$ cat config.mk
export PLATFORM = sky130hd
export DESIGN_NAME = tcpn_ctrl
export DESIGN_NICKNAME = d
export VERILOG_FILES = /design/src/tcpn_pkg.sv /design/src/tcpn_ctrl.sv
export SDC_FILE = /design/constraint.sdc
export NUM_CORES = 1
export LEC_CHECK = 0
export BUFFER_PORTS_ARGS = -buffer_cell sky130_fd_sc_hd__buf_2
export CAP_MARGIN = 30
export CORE_ASPECT_RATIO = 1.1
export CORE_MARGIN = 4
export CORE_UTILIZATION = 54
export DETAILED_ROUTE_END_ITERATION = 8
export PLACE_DENSITY = 0.81
export SYNTH_ARGS = -nofsm -noshare
export SYNTH_HDL_FRONTEND = slang
export SYNTH_SLANG_ARGS = --single-unit
$ cat constraint.sdc
create_clock -name clk -period 3.6 [get_ports clk]
set_input_delay 0.18 -clock clk [delete_from_list [all_inputs] [get_ports clk]]
set_output_delay 0.18 -clock clk [all_outputs]
set_load 0.01 [all_outputs]
$ cat src/tcpn_pkg.sv
// ----------------------------------------------------------------------------
// tcpn_pkg: shared definitions for the per-node triangle counter
// Field widths, action codes, reset values and the control/status bundles
// that join the controller to the datapath.
// ----------------------------------------------------------------------------
`default_nettype none

package tcpn_pkg;

  // Field widths of the item and result channels
  localparam int ACT_W  = 2;
  localparam int NODE_W = 6;
  localparam int CNT_W  = 14;
  localparam int TOT_W  = 19;
  // Node counts run up to 64 inclusive
  localparam int NCNT_W = 7;

  // Default matrix size and node_count reset value
  localparam int              MAX_NODES_DEF  = 64;
  localparam logic [NCNT_W-1:0] NODE_COUNT_RST = 7'd64;

  // Action codes of an input item
  localparam logic [ACT_W-1:0] ACT_WRITE   = 2'd0;
  localparam logic [ACT_W-1:0] ACT_CLEAR   = 2'd1;
  localparam logic [ACT_W-1:0] ACT_COMPUTE = 2'd2;

  // Controller to datapath commands
  typedef struct packed {
    logic              capture;    // latch entry fields of the input item
    logic              clear_rows; // drop every matrix row
    logic              rd_en;      // read one matrix row
    logic              rd_entry;   // read address from the latched entry row
    logic [NCNT_W-1:0] rd_node;    // read address otherwise
    logic              wr_back;    // merge latched entry into row and write
    logic              load_row;   // take row i as the neighbor set
    logic              clear_cnt;  // zero all node counters and the total
    logic              load_m;     // form common-neighbor mask for row k
    logic              pop;        // partial popcounts of the mask
    logic              acc;        // add mask into counters and total
    logic              emit;       // load one result and shift counters
    logic [NCNT_W-1:0] node_i;
    logic [NCNT_W-1:0] node_k;
    logic [NCNT_W-1:0] emit_idx;
    logic [NCNT_W-1:0] n_act;      // active node count, already clamped
  } tcpn_cmd_t;

  // Datapath to controller status
  typedef struct packed {
    logic out_free; // result register can take a new result this cycle
  } tcpn_sts_t;

endpackage

`default_nettype wire

$ cat src/tcpn_ctrl.sv
// ----------------------------------------------------------------------------
// tcpn_ctrl: sequencer for the per-node triangle counter
// Holds node_count, takes input items and steps the row walk, the
// neighbor-row walk and the result emission through the datapath.
// ----------------------------------------------------------------------------
`default_nettype none

module tcpn_ctrl #(
  parameter int MAX_NODES = tcpn_pkg::MAX_NODES_DEF
) (
  input  wire logic                        clk,
  input  wire logic                        rst,
  input  wire logic                        cfg_we,
  input  wire logic [tcpn_pkg::NCNT_W-1:0] cfg_wdata,
  input  wire logic                        in_valid,
  input  wire logic [tcpn_pkg::ACT_W-1:0]  in_action,
  output      logic                        in_ready,
  output      tcpn_pkg::tcpn_cmd_t         cmd,
  input  wire tcpn_pkg::tcpn_sts_t         sts
);

  typedef enum logic [8:0] {
    ST_IDLE   = 9'b000000001,
    ST_WR_RD  = 9'b000000010,
    ST_WR_WB  = 9'b000000100,
    ST_ROW_RD = 9'b000001000,
    ST_ROW_LD = 9'b000010000,
    ST_K_RD   = 9'b000100000,
    ST_K_M    = 9'b001000000,
    ST_K_POP  = 9'b010000000,
    ST_K_ACC  = 9'b100000000
  } state_t;

  localparam logic [tcpn_pkg::NCNT_W-1:0] MAX_N = tcpn_pkg::NCNT_W'(MAX_NODES);
  localparam logic [tcpn_pkg::NCNT_W-1:0] ONE   = tcpn_pkg::NCNT_W'(1);

  state_t                      state, state_next;
  logic                        emitting, emitting_next;
  logic [tcpn_pkg::NCNT_W-1:0] node_count;
  logic [tcpn_pkg::NCNT_W-1:0] n_act;
  logic [tcpn_pkg::NCNT_W-1:0] i_idx, i_idx_next;
  logic [tcpn_pkg::NCNT_W-1:0] k_idx, k_idx_next;
  logic [tcpn_pkg::NCNT_W-1:0] e_idx, e_idx_next;
  logic                        in_fire;

  // node_count register and its clamp to the usable range
  always_ff @(posedge clk) begin
    if (rst) begin
      node_count <= tcpn_pkg::NODE_COUNT_RST;
    end else if (cfg_we) begin
      node_count <= cfg_wdata;
    end
  end

  always_comb begin
    if (node_count == '0) begin
      n_act = ONE;
    end else if (node_count > MAX_N) begin
      n_act = MAX_N;
    end else begin
      n_act = node_count;
    end
  end

  // input handshake: items are taken only between operations
  assign in_ready = (state == ST_IDLE) && !emitting;
  assign in_fire  = in_valid && in_ready;

  // next state and loop counters
  always_comb begin
    state_next    = state;
    emitting_next = emitting;
    i_idx_next    = i_idx;
    k_idx_next    = k_idx;
    e_idx_next    = e_idx;
    case (state)
      ST_IDLE: begin
        if (emitting) begin
          if (sts.out_free) begin
            if (e_idx + ONE == n_act) begin
              emitting_next = 1'b0;
            end
            e_idx_next = e_idx + ONE;
          end
        end else if (in_fire) begin
          case (in_action)
            tcpn_pkg::ACT_WRITE: begin
              state_next = ST_WR_RD;
            end
            tcpn_pkg::ACT_COMPUTE: begin
              state_next = ST_ROW_RD;
              i_idx_next = '0;
            end
            default: begin
              state_next = ST_IDLE;
            end
          endcase
        end
      end
      ST_WR_RD:  state_next = ST_WR_WB;
      ST_WR_WB:  state_next = ST_IDLE;
      ST_ROW_RD: state_next = ST_ROW_LD;
      ST_ROW_LD: begin
        state_next = ST_K_RD;
        k_idx_next = '0;
      end
      ST_K_RD:   state_next = ST_K_M;
      ST_K_M:    state_next = ST_K_POP;
      ST_K_POP:  state_next = ST_K_ACC;
      ST_K_ACC: begin
        if (k_idx + ONE != n_act) begin
          k_idx_next = k_idx + ONE;
          state_next = ST_K_RD;
        end else if (i_idx + ONE != n_act) begin
          i_idx_next = i_idx + ONE;
          state_next = ST_ROW_RD;
        end else begin
          e_idx_next    = '0;
          emitting_next = 1'b1;
          state_next    = ST_IDLE;
        end
      end
      default: state_next = ST_IDLE;
    endcase
  end

  // state registers
  always_ff @(posedge clk) begin
    if (rst) begin
      state    <= ST_IDLE;
      emitting <= 1'b0;
      i_idx    <= '0;
      k_idx    <= '0;
      e_idx    <= '0;
    end else begin
      state    <= state_next;
      emitting <= emitting_next;
      i_idx    <= i_idx_next;
      k_idx    <= k_idx_next;
      e_idx    <= e_idx_next;
    end
  end

  // command decode
  always_comb begin
    cmd            = '0;
    cmd.capture    = in_fire;
    cmd.clear_rows = in_fire && (in_action == tcpn_pkg::ACT_CLEAR);
    cmd.clear_cnt  = in_fire && (in_action == tcpn_pkg::ACT_COMPUTE);
    cmd.rd_en      = (state == ST_WR_RD) || (state == ST_ROW_RD) || (state == ST_K_RD);
    cmd.rd_entry   = (state == ST_WR_RD);
    cmd.rd_node    = (state == ST_K_RD) ? k_idx : i_idx;
    cmd.wr_back    = (state == ST_WR_WB);
    cmd.load_row   = (state == ST_ROW_LD);
    cmd.load_m     = (state == ST_K_M);
    cmd.pop        = (state == ST_K_POP);
    cmd.acc        = (state == ST_K_ACC);
    cmd.emit       = (state == ST_IDLE) && emitting && sts.out_free;
    cmd.node_i     = i_idx;
    cmd.node_k     = k_idx;
    cmd.emit_idx   = e_idx;
    cmd.n_act      = n_act;
  end

  // walk indices stay inside the active area
  a_walk_in_range: assert property (@(posedge clk) disable iff (rst)
    (state == ST_K_ACC) |-> (i_idx < n_act) && (k_idx < n_act))
    else $error("tcpn_ctrl: walk index outside active nodes");

  // an entry write takes read and write-back, then returns for the next item
  a_write_seq: assert property (@(posedge clk) disable iff (rst)
    (in_fire && (in_action == tcpn_pkg::ACT_WRITE)) |=> (state == ST_WR_RD) ##1
    (state == ST_WR_WB) ##1 in_ready)
    else $error("tcpn_ctrl: entry write sequence broken");

  // a compute starts the walk at row 0
  a_compute_start: assert property (@(posedge clk) disable iff (rst)
    (in_fire && (in_action == tcpn_pkg::ACT_COMPUTE)) |=>
    (state == ST_ROW_RD) && (i_idx == '0))
    else $error("tcpn_ctrl: compute did not start at row 0");

  // emission never runs past the active node count
  a_emit_bound: assert property (@(posedge clk) disable iff (rst)
    emitting |-> (e_idx < n_act))
    else $error("tcpn_ctrl: emit index past active nodes");

endmodule

`default_nettype wire

==> load_flow_metrics.sql, run 1 <==
INSERT INTO impl_metrics (metric_group, metric, value, unit) VALUES
('detailed_routing', 'remaining_drc_errors', '0', ''),
('sta', 'finalHoldWorstSlack', '0.0590', 'ns'),
('synthesis', 'ys_seq_area_frac', '0.284', ''),
('layout', 'fraction_of_layout_instances_using_a_drive_strength_above_1', '0.264', ''),
('detailed_routing', 'firstDrtPassIters', '5', ''),
('detailed_routing', 'detailedRoute.firstIterationViolations', '309', ''),
('floorplan', 'design.die.area', '6150', 'um^2'),
('layout', 'synthToLayoutAreaGrowth', '15.5', '%'),
('status', 'run_status', 'complete, no violations', ''),
('sta', 'fin_skew', '0.00490', 'ns'),
('placed_design', 'hpwl_reported_at_the_end_of_detailed_placement', '5390', 'um'),
('worst_setup_path', 'end_kind', 'register', ''),
('layout', 'final_nets', '387', ''),
('clock_network', 'hold_buffers', '0', ''),
('power', 'switching_share', '0.234', ''),
('layout', 'layoutNonFillerInstCount', '427', ''),
('worst_setup_path', 'critical_path_source_type', 'register', ''),
('detailed_routing', 'dr_total_vias', '2649', ''),
('floorplan', 'fp.dieH', '81.9', 'um'),
('clock_network', 'post_cts_resize_count', '0', ''),
('synthesis', 'post_synthesis_cell_area', '2680', 'um^2'),
('floorplan', 'dieWidth', '75.2', 'um'),
('layout', 'fin_util', '0.656', ''),
('sta', 'report.final.slew_viol_count', '0', ''),
('worst_setup_path', 'crit_path_max_fanout', '10', ''),
('worst_setup_path', 'r2r.worst_path.cells', '8', ''),
('synthesis', 'postSynth.topFlopCell', 'sky130_fd_sc_hd__dfxtp_1', ''),
('floorplan', 'ioPinCount', '61', ''),
('grt', 'grt_antenna_before_repair', '0', ''),
('sta', 'report.final.hold_viol_count', '0', ''),
('floorplan', 'core_region_area', '4720', 'um^2'),
('layout', 'top_library_cells_by_usage_in_the_layout_fill_and_taps_aside', 'sky130_fd_sc_hd__buf_2 (60), sky130_fd_sc_hd__dfxtp_1 (38), sky130_fd_sc_hd__nor2_1 (22)', ''),
('power', 'power', '1000', 'uW'),
('clock_network', 'clock_insertion_delay_worst_skew', '0.30', 'ns'),
('power', 'pwr-share-clk', '0.461', ''),
('layout', 'diodes', '0', ''),
('sta', 'timing.max_slew.rel_slack', '0.519', ''),
('placed_design', 'gp_congestion', '0.979', ''),
('clock_network', 'cts.root.buffer_cell', 'sky130_fd_sc_hd__clkbuf_8', ''),
('detailed_routing', 'route.final.wire_length', '7300', 'um'),
('sta', 'sum_of_negative_setup_slack', '0', 'ns'),
('placed_design', 'placed_cells_incl_taps', '419', ''),
('synthesis', 'ys.warnings.count', '0', ''),
('layout', 'fillers', '389', ''),
('grt', 'grt_remaining_overflow', '0', ''),
('detailed_routing', 'drt-vias-per-instance', '6.20', ''),
('synthesis', 'postSynthNetCount', '336', ''),
('synthesis', 'netlist.top_cell.by_area', 'sky130_fd_sc_hd__dfxtp_1', ''),
('grt', 'grt_start_max_net_pins', '36', ''),
('sta', 'rsz0062_at_grt', 'no', ''),
('synthesis', 'ys_seq_elements', '38', ''),
('synthesis', 'area_fraction_of_the_dominant_cell_type_after_synthesis', '0.284', ''),
('synthesis', 'syn_area_cell', '8.40', 'um^2'),
('synthesis', 'share_of_flip_flops_with_an_asynchronous_set_or_reset', '0', ''),
('sta', 'finalWorstPathRequiredPeriod', '3.05', 'ns'),
('synthesis', 'synth_edf_count', '0', ''),
('detailed_routing', 'drt.antenna.violating_nets', '0', ''),
('clock_network', 'tritoncts.num_buffers', '5', ''),
('clock_network', 'tritoncts_num_sinks', '38', ''),
('synthesis', 'post_synth_num_cell_types', '72', ''),
('synthesis', 'number_of_instances_in_the_synthesized_netlist', '319', ''),
('sta', 'fmax', '0.327', 'GHz'),
('clock_network', 'cts_post_setup_buffers_inserted', '0', ''),
('floorplan', 'rows', '26', ''),
('placed_design', 'io_buffer_count', '60', ''),
('sta', 'tightestPinTransition', '0.721', 'ns'),
('power', 'seqPwrFrac', '0.437', ''),
('clock_network', 'htree_num_levels', '2', ''),
('grt', 'grt_pass1_wl', '11800', 'um'),
('worst_hold_path', 'hold-path-cell-count', '2', ''),
('flow_run', 'drv_cap', '0', '');
[power by group through the flow]
stage                     combinational [uW]  clock (uW)  sequential, uW
after floorplan                         85.0           0             441
final                                    102         463             439
after detailed placement                99.9           0             448
after CTS                                101         465             438
after global placement                  97.7           0             448
after global routing                     111         484             440
[Yosys cell counts (3+ instances only)]
| master | instances |
|---|---|
| sky130_fd_sc_hd__a211oi_1 | 3 |
| sky130_fd_sc_hd__a21oi_1 | 11 |
| sky130_fd_sc_hd__and2_1 | 3 |
| sky130_fd_sc_hd__and2b_2 | 3 |
| sky130_fd_sc_hd__and3_1 | 5 |
| sky130_fd_sc_hd__buf_4 | 3 |
| sky130_fd_sc_hd__clkbuf_1 | 7 |
| sky130_fd_sc_hd__dfxtp_1 | 38 |
| sky130_fd_sc_hd__ha_1 | 3 |
| sky130_fd_sc_hd__inv_1 | 13 |
| sky130_fd_sc_hd__mux2_2 | 6 |
| sky130_fd_sc_hd__mux2i_1 | 9 |
| sky130_fd_sc_hd__nand2_1 | 18 |
| sky130_fd_sc_hd__nand2b_1 | 10 |
| sky130_fd_sc_hd__nand3_1 | 18 |
| sky130_fd_sc_hd__nand3b_1 | 4 |
| sky130_fd_sc_hd__nand4_1 | 8 |
| sky130_fd_sc_hd__nor2_1 | 22 |
| sky130_fd_sc_hd__nor2b_1 | 9 |
| sky130_fd_sc_hd__nor3_1 | 8 |
| sky130_fd_sc_hd__nor3b_1 | 4 |
| sky130_fd_sc_hd__nor4_1 | 4 |
| sky130_fd_sc_hd__o211ai_1 | 4 |
| sky130_fd_sc_hd__o21a_1 | 3 |
| sky130_fd_sc_hd__o21ai_0 | 18 |
| sky130_fd_sc_hd__o31a_1 | 3 |
| sky130_fd_sc_hd__or3_1 | 4 |
| sky130_fd_sc_hd__xnor2_1 | 18 |
| sky130_fd_sc_hd__xor2_1 | 7 |
[state kept, by name (all words and copies together) (netlist names)]
| name | cells |
|---|---|
| state | 9 |
| e_idx | 7 |
| i_idx | 7 |
| k_idx | 7 |
| node_count | 7 |
| emitting | 1 |
[layer usage]
layer,vias to the layer above,global-route usage,part of all wire
li1,1249,-,-
met1,1236,0.303,0.40
met2,144,0.431,0.50
met3,20,0.0367,0.073
met4,0,0.0874,0.023
met5,-,0,0
[through the flow]
stage / area [um^2] / setup slack [ns]
2_1_floorplan: 2680 / 0.923
3_3_place_gp: 2950 / 0.660
3_5_place_dp: 2950 / 0.586
4_1_cts: 3090 / 0.565
5_1_grt: 3090 / 0.374
6_report: 3090 / 0.545
[cell families after synthesis]
family / count (synthesis) / synth area share
adders and majority gates: 3 / 0.0140
xor gates and xnor gates: 25 / 0.0817
DFF: 38 / 0.284
and+or+nand+nor: 144 / 0.327
buffers and inverters: 31 / 0.0588
muxes: 16 / 0.0645
AOI/OAI and AO/OA: 62 / 0.170
[path summary, 6_finish.rpt]
check                         from                    end  slack, ns
min reg2reg  e_idx[1]$_SDFFE_PP0P_  e_idx[1]$_SDFFE_PP0P_       0.52
max reg2reg  i_idx[0]$_SDFFE_PP0P_  e_idx[6]$_SDFFE_PP0P_       0.55
max          i_idx[0]$_SDFFE_PP0P_  e_idx[6]$_SDFFE_PP0P_       0.55
min                   in_action[1]  state[1]$_SDFFE_PP0P_       0.06
[area by class of cell]
class / instances / area, um^2 / area share
Multi-Input combinational cell: 250 / 1760 / 0.569
Sequential cell: 38 / 761 / 0.246
Timing Repair Buffer: 61 / 308 / 0.0995
Clock buffer: 6 / 82.6 / 0.0267
Tap cell: 56 / 70.1 / 0.0226
Clock inverter: 2 / 60.1 / 0.0194
Inverter: 14 / 52.6 / 0.0170
[critical path, stage by stage, from the launching register on]
cell                       delay, ns
sky130_fd_sc_hd__dfxtp_1        0.54
sky130_fd_sc_hd__ha_1           0.33
sky130_fd_sc_hd__nand2_1        0.08
sky130_fd_sc_hd__or2_1          0.25
sky130_fd_sc_hd__xor2_1         0.17
sky130_fd_sc_hd__a2111o_1       0.46
sky130_fd_sc_hd__nand4b_4       0.27
sky130_fd_sc_hd__o41ai_4        0.50
sky130_fd_sc_hd__mux2_4         0.34
Note: power is estimated with default switching activity, not from simulation.
==> inputs of run 2 (changes only) <==
CORE_UTILIZATION = 49   (was 54)
PLACE_DENSITY = 0.77   (was 0.81)
clock period = 2.8 ns   (was 3.6 ns; I/O delays follow)
==> run 2 against run 1 <==
  * Total power rose by 7.1%
  * Utilization decreased by 3.5 points
  * Via count is 1.4% lower
  * Sequential power grew 28%
  * Largest power group is now sequential cells
==> load_flow_metrics.sql, run 2 (same netlist as run 1, synthesis figures left out) <==
INSERT INTO impl_metrics (metric_group, metric, value, unit) VALUES
('sta', 'finalCritPeriodShare', '0.931', ''),
('worst_setup_path', 'r2r.worst_path.cells', '9', ''),
('layout', 'top_library_cells_by_usage_in_the_layout_fill_and_taps_aside', 'sky130_fd_sc_hd__buf_2 (60), sky130_fd_sc_hd__dfxtp_1 (37), sky130_fd_sc_hd__nor2_1 (22)', ''),
('layout', 'fillers', '485', ''),
('floorplan', 'ioPinCount', '61', ''),
('power', 'power_density', '337', 'nW/um^2'),
('clock_network', 'cts.root.buffer_cell', 'sky130_fd_sc_hd__clkbuf_8', ''),
('sta', 'timing.max_slew.rel_slack', '0.611', ''),
('grt', 'grt_start_max_net_pins', '36', ''),
('worst_setup_path', 'critical_path.n_buffers_inverters', '1', ''),
('sta', 'tightestPinTransition', '0.583', 'ns'),
('worst_setup_path', 'category_of_cells_accounting_for_the_largest_share_of_critical_path_delay', 'compound AO/OA/AOI/OAI gates', ''),
('layout', 'finalInstanceArea', '3190', 'um^2'),
('detailed_routing', 'remaining_drc_errors', '0', ''),
('worst_setup_path', 'critical_path_class', 'register to register', ''),
('worst_setup_path', 'critical_path_source_type', 'register', ''),
('worst_setup_path', 'critical_path_required', '3.03', 'ns'),
('worst_hold_path', 'worst_hold_path.endpoint', 'state[1]$_SDFFE_PP0P_', ''),
('floorplan', 'rows', '27', ''),
('worst_hold_path', 'hold_path_startpoint', 'in_action[1]', ''),
('sta', 'finalWorstPathRequiredPeriod', '2.61', 'ns'),
('power', 'power', '1070', 'uW'),
('floorplan', 'core_region_area', '5130', 'um^2'),
('sta', 'fin_skew', '0.00571', 'ns'),
('sta', 'fmax', '0.384', 'GHz'),
('detailed_routing', 'firstDrtPassIters', '5', ''),
('detailed_routing', 'drt-vias-per-instance', '5.68', ''),
('power', 'worst_ir_drop_vdd', '0.214', 'mV'),
('floorplan', 'initial_core_util', '0.522', ''),
('placed_design', 'postPlaceCellArea', '3100', 'um^2'),
('clock_network', 'clock_insertion_delay_worst_skew', '0.30', 'ns'),
('detailed_routing', 'routed_wire_length_per_instance', '15.5', 'um'),
('clock_network', 'cts_tree', 'done', ''),
('clock_network', 'tritoncts_num_sinks', '38', ''),
('grt', 'grt_antenna_before_repair', '0', ''),
('sta', 'sum_of_negative_setup_slack', '0', 'ns'),
('detailed_routing', 'route.final.wire_length', '7130', 'um'),
('worst_setup_path', 'r2r-end', 'e_idx[5]$_SDFFE_PP0P_', ''),
('clock_network', 'htree_num_levels', '2', ''),
('layout', 'layoutNonFillerInstCount', '460', ''),
('clock_network', 'clk_pin_slew', '0.08', 'ns'),
('layout', 'diodes', '0', ''),
('worst_setup_path', 'end_kind', 'register', ''),
('layout', 'total_area_of_multi_input_combinational_cells', '1760', 'um^2'),
('placed_design', 'io_buffer_count', '60', ''),
('floorplan', 'dieWidth', '78.5', 'um'),
('status', 'run_status', 'complete, no violations', ''),
('layout', 'register_with_the_highest_flop_count', 'state', ''),
('worst_setup_path', 'r2r_setup_slack', '0.19', 'ns'),
('placed_design', 'gp_congestion', '0.896', ''),
('layout', 'final_nets', '404', ''),
('grt', 'grt_pass1_wl', '11900', 'um'),
('sta', 'setup_violations', '0', ''),
('flow_run', 'drv_cap', '0', ''),
('layout', 'layout_commonest_cell', 'sky130_fd_sc_hd__buf_2', ''),
('worst_setup_path', 'ordered_list_of_cells_on_the_worst_path', 'ha_1 -> nand2_1 -> or2_1 -> xor2_1 -> a2111o_1 -> nand4b_4 -> o41ai_4 -> buf_4 -> mux2i_1', ''),
('clock_network', 'clock_path_buffers', '2', ''),
('floorplan', 'design.die.area', '6720', 'um^2'),
('worst_setup_path', 'worst_path_max_delay_cell', 'sky130_fd_sc_hd__dfxtp_1', ''),
('worst_hold_path', 'hold-path-cell-count', '2', ''),
('grt', 'grt_remaining_overflow', '0', ''),
('grt', 'track_usage', '0.220', ''),
('power', 'power_leakage', '0.00143', 'uW'),
('sta', 'rsz0062_at_grt', 'no', ''),
('detailed_routing', 'dr_total_vias', '2613', ''),
('placed_design', 'placed_cells_incl_taps', '452', ''),
('placed_design', 'hpwl_reported_at_the_end_of_detailed_placement', '5540', 'um'),
('worst_setup_path', 'crit_path_max_fanout', '7', ''),
('worst_setup_path', 'arrival', '2.84', 'ns'),
('grt', 'first_global_vias', '2463', ''),
('worst_setup_path', 'cp_slowest_stage_delay', '0.47', 'ns'),
('worst_setup_path', 'worst_r2r_startpoint', 'i_idx[0]$_SDFFE_PP0P_', ''),
('detailed_routing', 'detailedRoute.firstIterationViolations', '162', ''),
('worst_setup_path', 'worstSetupPathDepth', '9', ''),
('worst_hold_path', 'hold_path_class', 'input port to register', ''),
('sta', 'report.final.slew_viol_count', '0', ''),
('layout', 'fraction_of_layout_instances_using_a_drive_strength_above_1', '0.296', ''),
('clock_network', 'tritoncts.num_buffers', '5', ''),
('floorplan', 'fp.dieH', '85.6', 'um'),
('layout', 'synthToLayoutAreaGrowth', '19.0', '%'),
('layout', 'layout.area.seq', '762', 'um^2'),
('detailed_routing', 'drt.antenna.violating_nets', '0', ''),
('sta', 'report.final.hold_viol_count', '0', ''),
('layout', 'largest_register_ffs', '9', '');
==> run 2: routing by layer <==
| layer | share of wire | global-route usage |
|---|---|---|
| met3 | 0.043 | 0.0420 |
| met2 | 0.48 | 0.366 |
| met4 | 0.022 | 0.0811 |
| met1 | 0.45 | 0.281 |
| met5 | 0 | 0 |
==> run 2: worst max path at each step <==
stage	to	start	slack [ns]
floorplan	e_idx[6]$_SDFFE_PP0P_	i_idx[1]$_SDFFE_PP0P_	0.12
global placement	e_idx[4]$_SDFFE_PP0P_	i_idx[1]$_SDFFE_PP0P_	0.18
detailed placement	e_idx[5]$_SDFFE_PP0P_	i_idx[1]$_SDFFE_PP0P_	0.12
CTS	e_idx[5]$_SDFFE_PP0P_	i_idx[1]$_SDFFE_PP0P_	0.11
global route	i_idx[5]$_SDFFE_PP0P_	k_idx[1]$_SDFFE_PP0P_	0.01
finish	e_idx[5]$_SDFFE_PP0P_	i_idx[0]$_SDFFE_PP0P_	0.19
==> run 2: what timing repair did <==
| action | 4_1_cts | 5_1_grt |
|---|---|---|
| endpoints found under the setup margin | 0 | 3 |
| gates resized for setup | 0 | 1 |
| buffers inserted | 0 | 0 |
| hold buffers | 0 | 0 |
==> run 2: report_power, final <==
| part | switching [uW] | internal, uW | total, uW |
|---|---|---|---|
| registers | 13.1 | 548 | 561 |
| logic | 72.7 | 63.7 | 136 |
| clock network | 202 | 176 | 377 |
| total | 288 | 787 | 1070 |
==> run 2: metrics by stage <==
stage	util	hold WS, ns	setup WS, ns
floorplan	-	0.216	0.123
global placement	0.604	0.331	0.175
detailed placement	0.604	0.336	0.119
CTS	0.620	0.0165	0.109
global route	0.621	0.0218	0.0139
finish	0.621	0.0229	0.193
==> run 2: layout make-up <==
class                           count  area share
Sequential cell                    38       0.239
Inverter                           14      0.0165
Timing Repair Buffer               78       0.137
Clock buffer                        6      0.0228
Tap cell                           72      0.0283
Clock inverter                      2     0.00432
Multi-Input combinational cell    250       0.552
